[src/hdl/priority_table_with_promote_macros.svh]
// Assertion shorthands for the priority table; clocked on i_clk, off during reset.
`ifndef PRIORITY_TABLE_WITH_PROMOTE_MACROS_SVH
`define PRIORITY_TABLE_WITH_PROMOTE_MACROS_SVH

// Same-cycle implication
`define PTWP_ASSERT_IMP(label, ante, cons) \
    label: assert property (@(posedge i_clk) disable iff (!i_rst_n) (ante) |-> (cons)) \
        else $error("ptwp: same-cycle check failed");

// Next-cycle implication
`define PTWP_ASSERT_NXT(label, ante, cons) \
    label: assert property (@(posedge i_clk) disable iff (!i_rst_n) (ante) |=> (cons)) \
        else $error("ptwp: next-cycle check failed");

`endif

[src/hdl/ptwp_pkg.sv]
package ptwp_pkg;

    localparam int CAPACITY = 64;
    localparam int IDX_W    = $clog2(CAPACITY);
    localparam int CNT_W    = $clog2(CAPACITY + 1);
    localparam int ID_W     = 6;
    localparam int PRI_W    = 16;
    localparam int PAY_W    = 32;

    localparam logic [PRI_W-1:0] PRI_MAX = {PRI_W{1'b1}};

    typedef enum logic [1:0] {
        OP_ADD     = 2'd0,
        OP_PROMOTE = 2'd1,
        OP_POP     = 2'd2,
        OP_QUERY   = 2'd3
    } t_op;

    typedef enum logic [1:0] {
        ST_OK      = 2'd0,
        ST_FULL    = 2'd1,
        ST_EMPTY   = 2'd2,
        ST_BAD_ID  = 2'd3
    } t_status;

    typedef enum logic [3:0] {
        S_IDLE  = 4'b0001,
        S_ACC   = 4'b0010,
        S_SCAN  = 4'b0100,
        S_FETCH = 4'b1000
    } t_state;

endpackage

[src/hdl/ptwp_ram.sv]
module ptwp_ram #(
    parameter  int WIDTH = 8,
    parameter  int DEPTH = 64,
    localparam int AW    = $clog2(DEPTH)
) (
    input  logic             i_clk,
    input  logic             i_we,
    input  logic [AW-1:0]    i_waddr,
    input  logic [WIDTH-1:0] i_wdata,
    input  logic [AW-1:0]    i_raddr,
    output logic [WIDTH-1:0] o_rdata
);

    logic [WIDTH-1:0] r_mem [DEPTH];
    logic [WIDTH-1:0] r_rdata;

    // Write one word, register the read word
    always_ff @(posedge i_clk) begin
        if (i_we) begin
            r_mem[i_waddr] <= i_wdata;
        end
        r_rdata <= r_mem[i_raddr];
    end

    assign o_rdata = r_rdata;

endmodule

[src/hdl/priority_table_with_promote.sv]
// Indexed max-priority table with promote.
// Request channel: the caller drives i_op, i_entry_id and i_payload_in and raises
// start; a request is taken at a rising edge with start high and busy low.
// Result channel: o_valid is high for exactly one cycle with all result ports;
// the receiver must take it then, it cannot stall the block.
// Steps from the accepting edge to the o_valid cycle:
//   add, and pop of an empty table: the result registers at the accepting edge
//   promote, query: one priority/payload memory read (state S_ACC)
//   pop: the new maximum is found by reading every entry of the priority
//   memory, one per cycle (S_SCAN), then the winner's payload is read from the
//   payload memory (S_FETCH); that read is skipped when the pop removes the
//   last live entry.
// busy is high from the accepting edge until the result cycle (add and an empty
// pop never raise it), so one request is in flight at a time. The current
// maximum is held in registers, so only a pop pays for the scan.
// Reset (synchronous, i_rst_n low) empties the table: all live flags clear,
// the id counter returns to 0 and no maximum is present. Memory contents are
// not cleared; an entry is read only while live.
`include "priority_table_with_promote_macros.svh"

module priority_table_with_promote (
    input  logic                   i_clk,
    input  logic                   i_rst_n,
    input  logic                   start,
    output logic                   busy,
    input  ptwp_pkg::t_op          i_op,
    input  logic [ptwp_pkg::ID_W-1:0]  i_entry_id,
    input  logic [ptwp_pkg::PAY_W-1:0] i_payload_in,
    output logic                   o_valid,
    output logic [ptwp_pkg::ID_W-1:0]  o_new_id,
    output ptwp_pkg::t_status      o_status,
    output logic                   o_entry_live,
    output logic [ptwp_pkg::PAY_W-1:0] o_entry_payload,
    output logic [ptwp_pkg::PRI_W-1:0] o_entry_priority,
    output logic                   o_max_present,
    output logic [ptwp_pkg::ID_W-1:0]  o_max_entry_id,
    output logic [ptwp_pkg::PRI_W-1:0] o_max_priority,
    output logic [ptwp_pkg::PAY_W-1:0] o_max_payload
);

    import ptwp_pkg::*;

    t_state              r_state;
    t_op                 r_op;
    logic [ID_W-1:0]     r_id;
    logic [CAPACITY-1:0] r_live;
    logic [CNT_W-1:0]    r_next_free;

    // Current maximum
    logic                r_max_vld;
    logic [IDX_W-1:0]    r_max_id;
    logic [PRI_W-1:0]    r_max_pri;
    logic [PAY_W-1:0]    r_max_pay;

    // Scan of the priority memory
    logic [CNT_W-1:0]    r_scan_idx;
    logic                r_scan_vld;
    logic [IDX_W-1:0]    r_scan_pidx;
    logic                r_best_found;
    logic [IDX_W-1:0]    r_best_id;
    logic [PRI_W-1:0]    r_best_pri;

    // Result registers
    logic                r_done;
    logic [ID_W-1:0]     r_new_id;
    t_status             r_status;
    logic                r_e_live;
    logic [PAY_W-1:0]    r_e_pay;
    logic [PRI_W-1:0]    r_e_pri;

    // Memory ports
    logic                pri_we;
    logic [IDX_W-1:0]    pri_waddr;
    logic [PRI_W-1:0]    pri_wdata;
    logic [IDX_W-1:0]    pri_raddr;
    logic [PRI_W-1:0]    pri_rd;
    logic                pay_we;
    logic [IDX_W-1:0]    pay_raddr;
    logic [PAY_W-1:0]    pay_rd;

    logic                accept;
    logic                full;
    logic [IDX_W-1:0]    add_idx;
    logic [IDX_W-1:0]    acc_idx;
    logic                acc_live;
    logic [PRI_W-1:0]    prom_pri;
    logic                prom_take;
    logic                scan_end;
    logic                scan_better;

    assign accept  = start && (r_state == S_IDLE);
    assign busy    = (r_state != S_IDLE);
    assign full    = (r_next_free >= CNT_W'(CAPACITY));
    assign add_idx = r_next_free[IDX_W-1:0];
    assign acc_idx = IDX_W'(r_id);

    // Check the addressed id and form the promoted priority
    assign acc_live  = ({1'b0, r_id} < (ID_W + 1)'(CAPACITY)) && r_live[acc_idx];
    assign prom_pri  = (pri_rd == PRI_MAX) ? pri_rd : pri_rd + 1'b1;
    assign prom_take = (r_max_id != acc_idx)
                       && ((prom_pri > r_max_pri)
                           || ((prom_pri == r_max_pri) && (acc_idx > r_max_id)));

    // Scan bookkeeping
    assign scan_end    = (r_scan_idx == CNT_W'(CAPACITY)) && !r_scan_vld;
    assign scan_better = r_scan_vld && r_live[r_scan_pidx]
                         && (!r_best_found || (pri_rd >= r_best_pri));

    // Steer memory ports by state
    always_comb begin
        pri_we    = 1'b0;
        pri_waddr = add_idx;
        pri_wdata = '0;
        pay_we    = 1'b0;
        pri_raddr = r_scan_idx[IDX_W-1:0];
        pay_raddr = r_best_id;
        if (r_state == S_IDLE) begin
            pri_raddr = IDX_W'(i_entry_id);
            pay_raddr = IDX_W'(i_entry_id);
            if (accept && (i_op == OP_ADD) && !full) begin
                pri_we = 1'b1;
                pay_we = 1'b1;
            end
        end else if (r_state == S_ACC) begin
            pri_waddr = acc_idx;
            pri_wdata = prom_pri;
            pri_we    = (r_op == OP_PROMOTE) && acc_live;
        end
    end

    ptwp_ram #(.WIDTH(PRI_W), .DEPTH(CAPACITY)) u_pri_ram (
        .i_clk   (i_clk),
        .i_we    (pri_we),
        .i_waddr (pri_waddr),
        .i_wdata (pri_wdata),
        .i_raddr (pri_raddr),
        .o_rdata (pri_rd)
    );

    ptwp_ram #(.WIDTH(PAY_W), .DEPTH(CAPACITY)) u_pay_ram (
        .i_clk   (i_clk),
        .i_we    (pay_we),
        .i_waddr (add_idx),
        .i_wdata (i_payload_in),
        .i_raddr (pay_raddr),
        .o_rdata (pay_rd)
    );

    // Control, live flags and current maximum
    always_ff @(posedge i_clk) begin
        if (!i_rst_n) begin
            r_state      <= S_IDLE;
            r_live       <= '0;
            r_next_free  <= '0;
            r_max_vld    <= 1'b0;
            r_done       <= 1'b0;
            r_scan_vld   <= 1'b0;
            r_best_found <= 1'b0;
        end else begin
            r_done <= 1'b0;
            unique case (r_state)
                S_IDLE: begin
                    if (accept) begin
                        r_op     <= i_op;
                        r_id     <= i_entry_id;
                        r_new_id <= '0;
                        r_status <= ST_OK;
                        r_e_live <= 1'b0;
                        r_e_pay  <= '0;
                        r_e_pri  <= '0;
                        unique case (i_op)
                            OP_ADD: begin
                                r_done <= 1'b1;
                                if (full) begin
                                    r_status <= ST_FULL;
                                end else begin
                                    r_live[add_idx] <= 1'b1;
                                    r_next_free     <= r_next_free + 1'b1;
                                    r_new_id        <= ID_W'(add_idx);
                                    // New entry wins only against an all-zero table
                                    if (!r_max_vld || (r_max_pri == '0)) begin
                                        r_max_vld <= 1'b1;
                                        r_max_id  <= add_idx;
                                        r_max_pri <= '0;
                                        r_max_pay <= i_payload_in;
                                    end
                                end
                            end
                            OP_PROMOTE, OP_QUERY: begin
                                r_state <= S_ACC;
                            end
                            OP_POP: begin
                                if (!r_max_vld) begin
                                    r_status <= ST_EMPTY;
                                    r_done   <= 1'b1;
                                end else begin
                                    // Return the held maximum, drop it, rescan
                                    r_e_pay          <= r_max_pay;
                                    r_e_pri          <= r_max_pri;
                                    r_live[r_max_id] <= 1'b0;
                                    r_scan_idx       <= '0;
                                    r_scan_vld       <= 1'b0;
                                    r_best_found     <= 1'b0;
                                    r_state          <= S_SCAN;
                                end
                            end
                            default: r_state <= S_IDLE;
                        endcase
                    end
                end
                S_ACC: begin
                    r_done  <= 1'b1;
                    r_state <= S_IDLE;
                    if (!acc_live) begin
                        r_status <= ST_BAD_ID;
                    end else if (r_op == OP_QUERY) begin
                        r_e_live <= 1'b1;
                        r_e_pay  <= pay_rd;
                        r_e_pri  <= pri_rd;
                    end else if (r_max_id == acc_idx) begin
                        r_max_pri <= prom_pri;
                    end else if (prom_take) begin
                        r_max_id  <= acc_idx;
                        r_max_pri <= prom_pri;
                        r_max_pay <= pay_rd;
                    end
                end
                S_SCAN: begin
                    // Issue one read a cycle, compare the word that returns
                    if (r_scan_idx != CNT_W'(CAPACITY)) begin
                        r_scan_vld  <= 1'b1;
                        r_scan_pidx <= r_scan_idx[IDX_W-1:0];
                        r_scan_idx  <= r_scan_idx + 1'b1;
                    end else begin
                        r_scan_vld <= 1'b0;
                    end
                    if (scan_better) begin
                        r_best_found <= 1'b1;
                        r_best_id    <= r_scan_pidx;
                        r_best_pri   <= pri_rd;
                    end
                    if (scan_end) begin
                        if (r_best_found) begin
                            r_state <= S_FETCH;
                        end else begin
                            r_max_vld <= 1'b0;
                            r_done    <= 1'b1;
                            r_state   <= S_IDLE;
                        end
                    end
                end
                S_FETCH: begin
                    r_max_vld <= 1'b1;
                    r_max_id  <= r_best_id;
                    r_max_pri <= r_best_pri;
                    r_max_pay <= pay_rd;
                    r_done    <= 1'b1;
                    r_state   <= S_IDLE;
                end
                default: r_state <= S_IDLE;
            endcase
        end
    end

    // Drive result ports; maximum fields read zero when the table is empty
    assign o_valid          = r_done;
    assign o_new_id         = r_new_id;
    assign o_status         = r_status;
    assign o_entry_live     = r_e_live;
    assign o_entry_payload  = r_e_pay;
    assign o_entry_priority = r_e_pri;
    assign o_max_present    = r_max_vld;
    assign o_max_entry_id   = r_max_vld ? ID_W'(r_max_id) : '0;
    assign o_max_priority   = r_max_vld ? r_max_pri : '0;
    assign o_max_payload    = r_max_vld ? r_max_pay : '0;

    // Checks
    `PTWP_ASSERT_NXT(a_accept_progress, accept, busy || o_valid)
    `PTWP_ASSERT_IMP(a_count_bound, 1'b1, r_next_free <= CNT_W'(CAPACITY))
    `PTWP_ASSERT_IMP(a_max_is_live, (r_state == S_IDLE) && r_max_vld, r_live[r_max_id])
    `PTWP_ASSERT_IMP(a_state_onehot, 1'b1, $onehot(r_state))

endmodule

[config.mk]
export PLATFORM = sky130hd
export DESIGN_NAME = priority_table_with_promote
export DESIGN_NICKNAME = d
export VERILOG_FILES = /design/src/hdl/ptwp_pkg.sv /design/src/hdl/ptwp_ram.sv /design/src/hdl/priority_table_with_promote.sv
export VERILOG_INCLUDE_DIRS = /design/src /design/src/hdl
export SDC_FILE = /design/constraint.sdc
export NUM_CORES = 2
export LEC_CHECK = 0
export BUFFER_PORTS_ARGS = -buffer_cell sky130_fd_sc_hd__buf_2
export CELL_PAD_IN_SITES_DETAIL_PLACEMENT = 1
export CELL_PAD_IN_SITES_GLOBAL_PLACEMENT = 1
export CORE_ASPECT_RATIO = 0.75
export CORE_MARGIN = 4
export CORE_UTILIZATION = 30
export CTS_CLUSTER_DIAMETER = 200
export DETAILED_ROUTE_END_ITERATION = 12
export PLACE_DENSITY_LB_ADDON = 0.1
export SLEW_MARGIN = 20
export SYNTH_ARGS = -nofsm -noshare
export SYNTH_HDL_FRONTEND = slang
export SYNTH_SLANG_ARGS = --single-unit
[constraint.sdc]
create_clock -name i_clk -period 14.1 [get_ports i_clk]
set_input_delay 0.705 -clock i_clk [delete_from_list [all_inputs] [get_ports i_clk]]
set_output_delay 0.705 -clock i_clk [all_outputs]
set_load 0.01 [all_outputs]
[Word level (Yosys, flattened, before mapping)]
Memories as Yosys holds them, arrays and structs flattened. A register that Yosys moved wholly into a read port is not among the register bits.
Index checks and enable logic that the tools add are counted.
Storage, ports and cells
  register bits: 233
  RAM bits: 3072
  memories kept: 2
Memory list
  u_pay_ram.r_mem: depth 64, bits a word 32, read ports 1, clocked after Yosys merged registers in 1, write ports 1, RTL line ptwp_ram.sv:14  | logic [WIDTH-1:0] r_mem [DEPTH];
  u_pri_ram.r_mem: depth 64, bits a word 16, read ports 1, clocked after Yosys merged registers in 1, write ports 1, RTL line ptwp_ram.sv:14
Cells by class
  magnitude comparators: 10
  bitwise operators: 5
  reduce and logical (&&, ||, !) cells: 42
  multiplexer cells: 107
  add/sub/neg operators: 3
  equal/unequal tests: 37
Operator list (number)
  $mux 32: 13
  $mux 16: 16
  $mux 64: 2
  $pmux 64 s2: 1
  $pmux 32 s3: 1
  $mux 6: 13
  $and 64x64->64: 1
  $not 64->64: 1
  $or 64x64->64: 1
  $pmux 32 s2: 1
  $pmux 16 s3: 1
  $pmux 16 s2: 1
  $mux 1: 31
  $lt 6x7->1 const B: 4
  $mux 7: 4
  $ne 2x2->1 const B: 14
  $pmux 6 s3: 1
  $add 16x1->16 const B: 1
  $eq 16x16->1: 1
  $eq 16x16->1 const B: 1
  $ge 16x16->1: 1
  $gt 16x16->1: 1
  $logic_not 16->1: 1
  $mux 4: 4
  other kinds (42): 88

[Logic depth before layout (Yosys ltp)]
  depth in word-level cells: 11
  mapped depth: 15

[Hierarchy]
A second synthesis with hierarchy kept.
Unflattened totals
  cells, all modules: 6580
  area total of the unflattened synthesis: 131783.9 sq um
By module, submodules not included
  ptwp_ram at u_pay_ram: area each 79039.6 sq um, instances 1, cells each 3511, seq. area each 62139.6 sq um
  ptwp_ram at u_pri_ram: area each 40029.6 sq um, instances 1, cells each 1828, seq. area each 31069.8 sq um
  priority_table_with_promote: area each 12714.7 sq um, instances 1, cells each 1241, seq. area each 6206.0 sq um

[Worst setup path before layout]
Ideal clock, no wire load.
  kind: reg-to-reg
  start: register r_id[0] (netlist: acc_idx[0])
  end: register r_e_live (netlist: o_entry_live), enable pin
  clock period less this slack: 5832 ps
  cell stages (with the launch flop): 8
  setup slack: 8268 ps
  setup time: 529 ps
  arrival time: 5302 ps
  cell sequence: edfxtp_1 > clkbuf_1 > mux4_2 > mux4_2 > mux2i_1 > nor3_1 > nor2_1 > a211oi_1
Between the ends
  cells in the longest elaborated chain, start to end: 4
Ends and longest elaborated chain
  start: declaration: RTL line priority_table_with_promote.sv:45  | logic [ID_W-1:0] r_id;
  start signal: assignment: RTL line priority_table_with_promote.sv:165  | r_id <= i_entry_id;
  $bmux 1 s6: RTL line priority_table_with_promote.sv:98  | assign acc_live = ({1'b0, r_id} < (ID_W + 1)'(CAPACITY)) && r_live[acc_idx];
  $mux 1 (implied by the code): RTL line priority_table_with_promote.sv:98
  $ne 2x2->1 (no line)
  $reduce_and 5->1 (no line)
  end signal: assignment: RTL line priority_table_with_promote.sv:168  | r_e_live <= 1'b0;
  end signal: assignment: RTL line priority_table_with_promote.sv:217  | r_e_live <= 1'b1;
  end: declaration: RTL line priority_table_with_promote.sv:67  | logic r_e_live;
Every way passes these cells. The select of a mux whose other input is x is not followed.
A chain may end at the register's enable or synchronous reset.

[Final worst setup path]
  start: register r_state[3]
  end: register u_pay_ram.r_rdata[22] (netlist: u_pay_ram.o_rdata[22]), read port of u_pay_ram.r_mem
Between the ends
  cells in the longest elaborated chain, start to end: 2
Ends and longest elaborated chain
  start: declaration: RTL line priority_table_with_promote.sv:43  | t_state r_state;
  start signal: assignment: RTL line priority_table_with_promote.sv:152  | r_state <= S_IDLE;
  start signal: assignment: RTL line priority_table_with_promote.sv:190  | r_state <= S_ACC;
  start signal: assignment: RTL line priority_table_with_promote.sv:204  | r_state <= S_SCAN;
  $eq 4x1->1: RTL line priority_table_with_promote.sv:117  | if (r_state == S_IDLE) begin
  $mux 6: RTL line priority_table_with_promote.sv:117
  end: declaration: RTL line ptwp_ram.sv:15  | logic [WIDTH-1:0] r_rdata;
Every way passes these cells.

==> impl_metrics.toml <==
[status]
status = "finished, final reports clean"

[clock_tree]
clk_latency_ps = 970
path_clk_slew_ps = 60
cts_buffers = 358
cts_tree = "built"
clock-sinks = 3353
postCtsSetupRepairBufs = 0
htree_levels = 5
root_buffer = "clkbuf_16"
max-clock-path-buffers = 4

[floorplanning]
die_w_um = 772
die_h_um = 581
io_pins = 157
die_area_um2 = 448000
core_um2 = 436000
initial_utilization = 0.301
rows = 210

[logic_synthesis]
synth_cell_types = 75
synth_edf_count = 3226
synth_cells = 7740
synth_area_um2 = 131000
avgSynthCellArea_um2 = 17.0
synth_seq_area_share = 0.758
ys.flop_type = "edfxtp_1"
ys_ff_latch = 3353
yosys_warnings = 0
synth-async-reset-ratio = 0
synth_fp_nets = 7826

[cells_and_area]
multiInputGateArea_um2 = 30400
layout_common_cells = "edfxtp_1 (3226), nand2_1 (1239), mux4_2 (434)"
regArea_um2 = 99400
area_growth_pct = 15.9
nets = 8250
fill_cells = 43600
stdcell_count = 14300
mostFrequentLayoutCell = "edfxtp_1"
drive_gt1_frac = 0.193

[grt]
grt_pass1_wl_mm = 678
grt_antenna_before_repair = 69
grt_remaining_overflow = 0
grt_max_degree = 112
track_usage = 0.218
grt_pass1_vias = 77200

[sta]
fin_crit_sh = 0.429
final-max-slew-violation-count = 0
tns_ps = 0
setup_viol = 0
final_hold_viol_count = 0
grt_setup_unrepaired = "no"
fin_skew_ps = 57.3
fmax_mhz = 165
worst_pin_slew_ps = 1210
slew_headroom = 0.185
min_period_ps = 6060

[worst_setup_path]
end_kind = "register"
crit_path_start_kind = "register"
rr_worst_depth = 12
rrSetupSlack_ps = 8040
critical_path.max_fanout = 70
worstSetupEndpoint = "u_pay_ram.o_rdata[22]"
crit_required_ps = 14940
reg2reg_to = "u_pay_ram.o_rdata[22]"
r2r_start = "r_state[3]"
critPathKind = "register to register"
cp.arrival_ps = 6890
cp-startpoint = "r_state[3]"

[detailed_routing]
wire_per_inst_um = 34.9
avgViaCountPerCell = 5.33
drtIter0Drc = 8539
wirelength_mm = 499
ant_nets = 0
drt-pass1-iter-count = 6
vias = 76300
drc_errors = 0

[power]
power.leakage_nw = 49.7
ir_worst_vdd_uv = 94.9
power_density_nw_per_um2 = 163

[place]
port_buffers = 156
gp_congestion = 0.810
dp_hpwl_mm = 304
dpl.cell_count = 13600

[run]
drv_cap = 0

[min_path]
hold_class = "input port to register"
-- where the power goes --
part	internal, mW	leakage (nW)	switching (mW)
clock network	5.29	5.52	4.05
logic	1.29	13.0	2.84
registers	11.1	31.2	0.248
-- flip-flops by register name, indices dropped and copies added (netlist names), 2 cells and up --
name	count
r_scan_idx	7
r_best_id	6
r_max_pay	32
u_pay_ram.r_mem	2048
o_status	2
r_next_free	7
u_pri_ram.o_rdata	16
r_live	64
u_pay_ram.o_rdata	32
r_max_id	6
r_scan_pidx	6
r_best_pri	16
o_entry_payload	32
u_pri_ram.r_mem	1024
r_op	2
acc_idx	6
o_new_id	6
o_entry_priority	16
r_state	4
r_max_pri	16
-- metrics by stage --
step	utilization	setup WS, ps	cell area, um2	hold slack (ps)	power, mW
finish	0.349	8040	152000	131	24.8
global route	0.349	7670	152000	60.5	25.7
CTS	0.349	7980	152000	16.2	25.1
detailed placement	0.323	8000	141000	475	15.7
global placement	0.322	7750	140000	472	15.7
floorplan	-	8270	131000	424	13.8
-- synth_stat cells, types with 10 or more instances --
cell      number  area [um2]
edfxtp_1    3226       96900
nand2_1     1240        4650
mux4_2       434        9770
nand3_1      407        2040
nor2_1       299        1120
clkbuf_1     237         890
mux2i_1      230        2300
a22oi_1      144        1080
dfxtp_1      127        2540
a21oi_1      125         626
nand4_1      120         751
o22ai_1      107         669
a31oi_1      100         626
o21ai_0       92         460
buf_2         87         435
and2_1        57         357
mux2_2        53         597
a32oi_1       52         455
and3_1        49         307
inv_1         49         184
ha_1          43         538
buf_1         35         131
a21o_1        29         218
a22o_1        29         254
a221oi_1      27         236
a311oi_1      27         236
nor3_1        27         135
buf_6         20         225
nor4_1        19         119
buf_4         18         135
and4_1        16         140
buf_12        16         320
or4_1         16         120
a32o_1        15         150
nand2b_1      15        93.8
nor2b_1       12        75.1
a211o_1       10        87.6
xnor2_1       10        87.6
-- worst min-delay path by stage --
stage                     cells after the start            from            to
after floorplan                               0  r_scan_pidx[0]  r_best_id[0]
after global placement                        0  r_scan_pidx[5]  r_best_id[5]
after detailed placement                      0  r_scan_pidx[5]  r_best_id[5]
after CTS                                     1   i_entry_id[2]    acc_idx[2]
after global routing                          1   i_entry_id[2]    acc_idx[2]
final                                         1   i_entry_id[2]    acc_idx[2]
-- what timing repair did --
item,4_1_cts,5_1_grt
hold endpoints to repair,5,0
hold buffers,4,0
gates resized for setup,0,0
-- worst max-delay path, cell delays in order, from the launching register on --
cell,delay [ps]
dfxtp_1,370
nor4b_4,670
buf_4,380
inv_6,230
mux2_8,720
buf_4,750
buf_12,370
buf_4,670
mux4_2,460
a22o_1,260
a21oi_1,240
and4b_1,260
o211ai_1,90
-- kinds of logic after synthesis --
logic type	Yosys count	share of synthesized area
and+or+nand+nor	2323	0.0784
AOI/OAI and AO/OA	807	0.0422
xor gates and xnor gates	19	0.00127
buffers and inverters	469	0.0184
muxes	726	0.0981
DFF	3353	0.758
adders and majority gates	43	0.00410
-- per-layer routing --
metal | global-route usage | share of wire | up-vias | wire length (um)
li1 | - | - | 31500 | -
met1 | 0.333 | 0.48 | 42100 | 239000
met2 | 0.335 | 0.45 | 2280 | 224000
met3 | 0.0267 | 0.052 | 479 | 26000
met4 | 0.0405 | 0.019 | 2 | 9290
met5 | 0 | 0.000026 | - | 13
-- cell type report --
cell class | count | share of cell area
Tap cell | 5830 | 0.0480
Clock inverter | 152 | 0.00866
Timing Repair Buffer | 482 | 0.0227
Antenna cell | 21 | 0.000345
Clock buffer | 494 | 0.0656
Multi-Input combinational cell | 3918 | 0.200
Inverter | 51 | 0.00132
Sequential cell | 3353 | 0.654
Note: power is estimated with default switching activity, not from simulation.
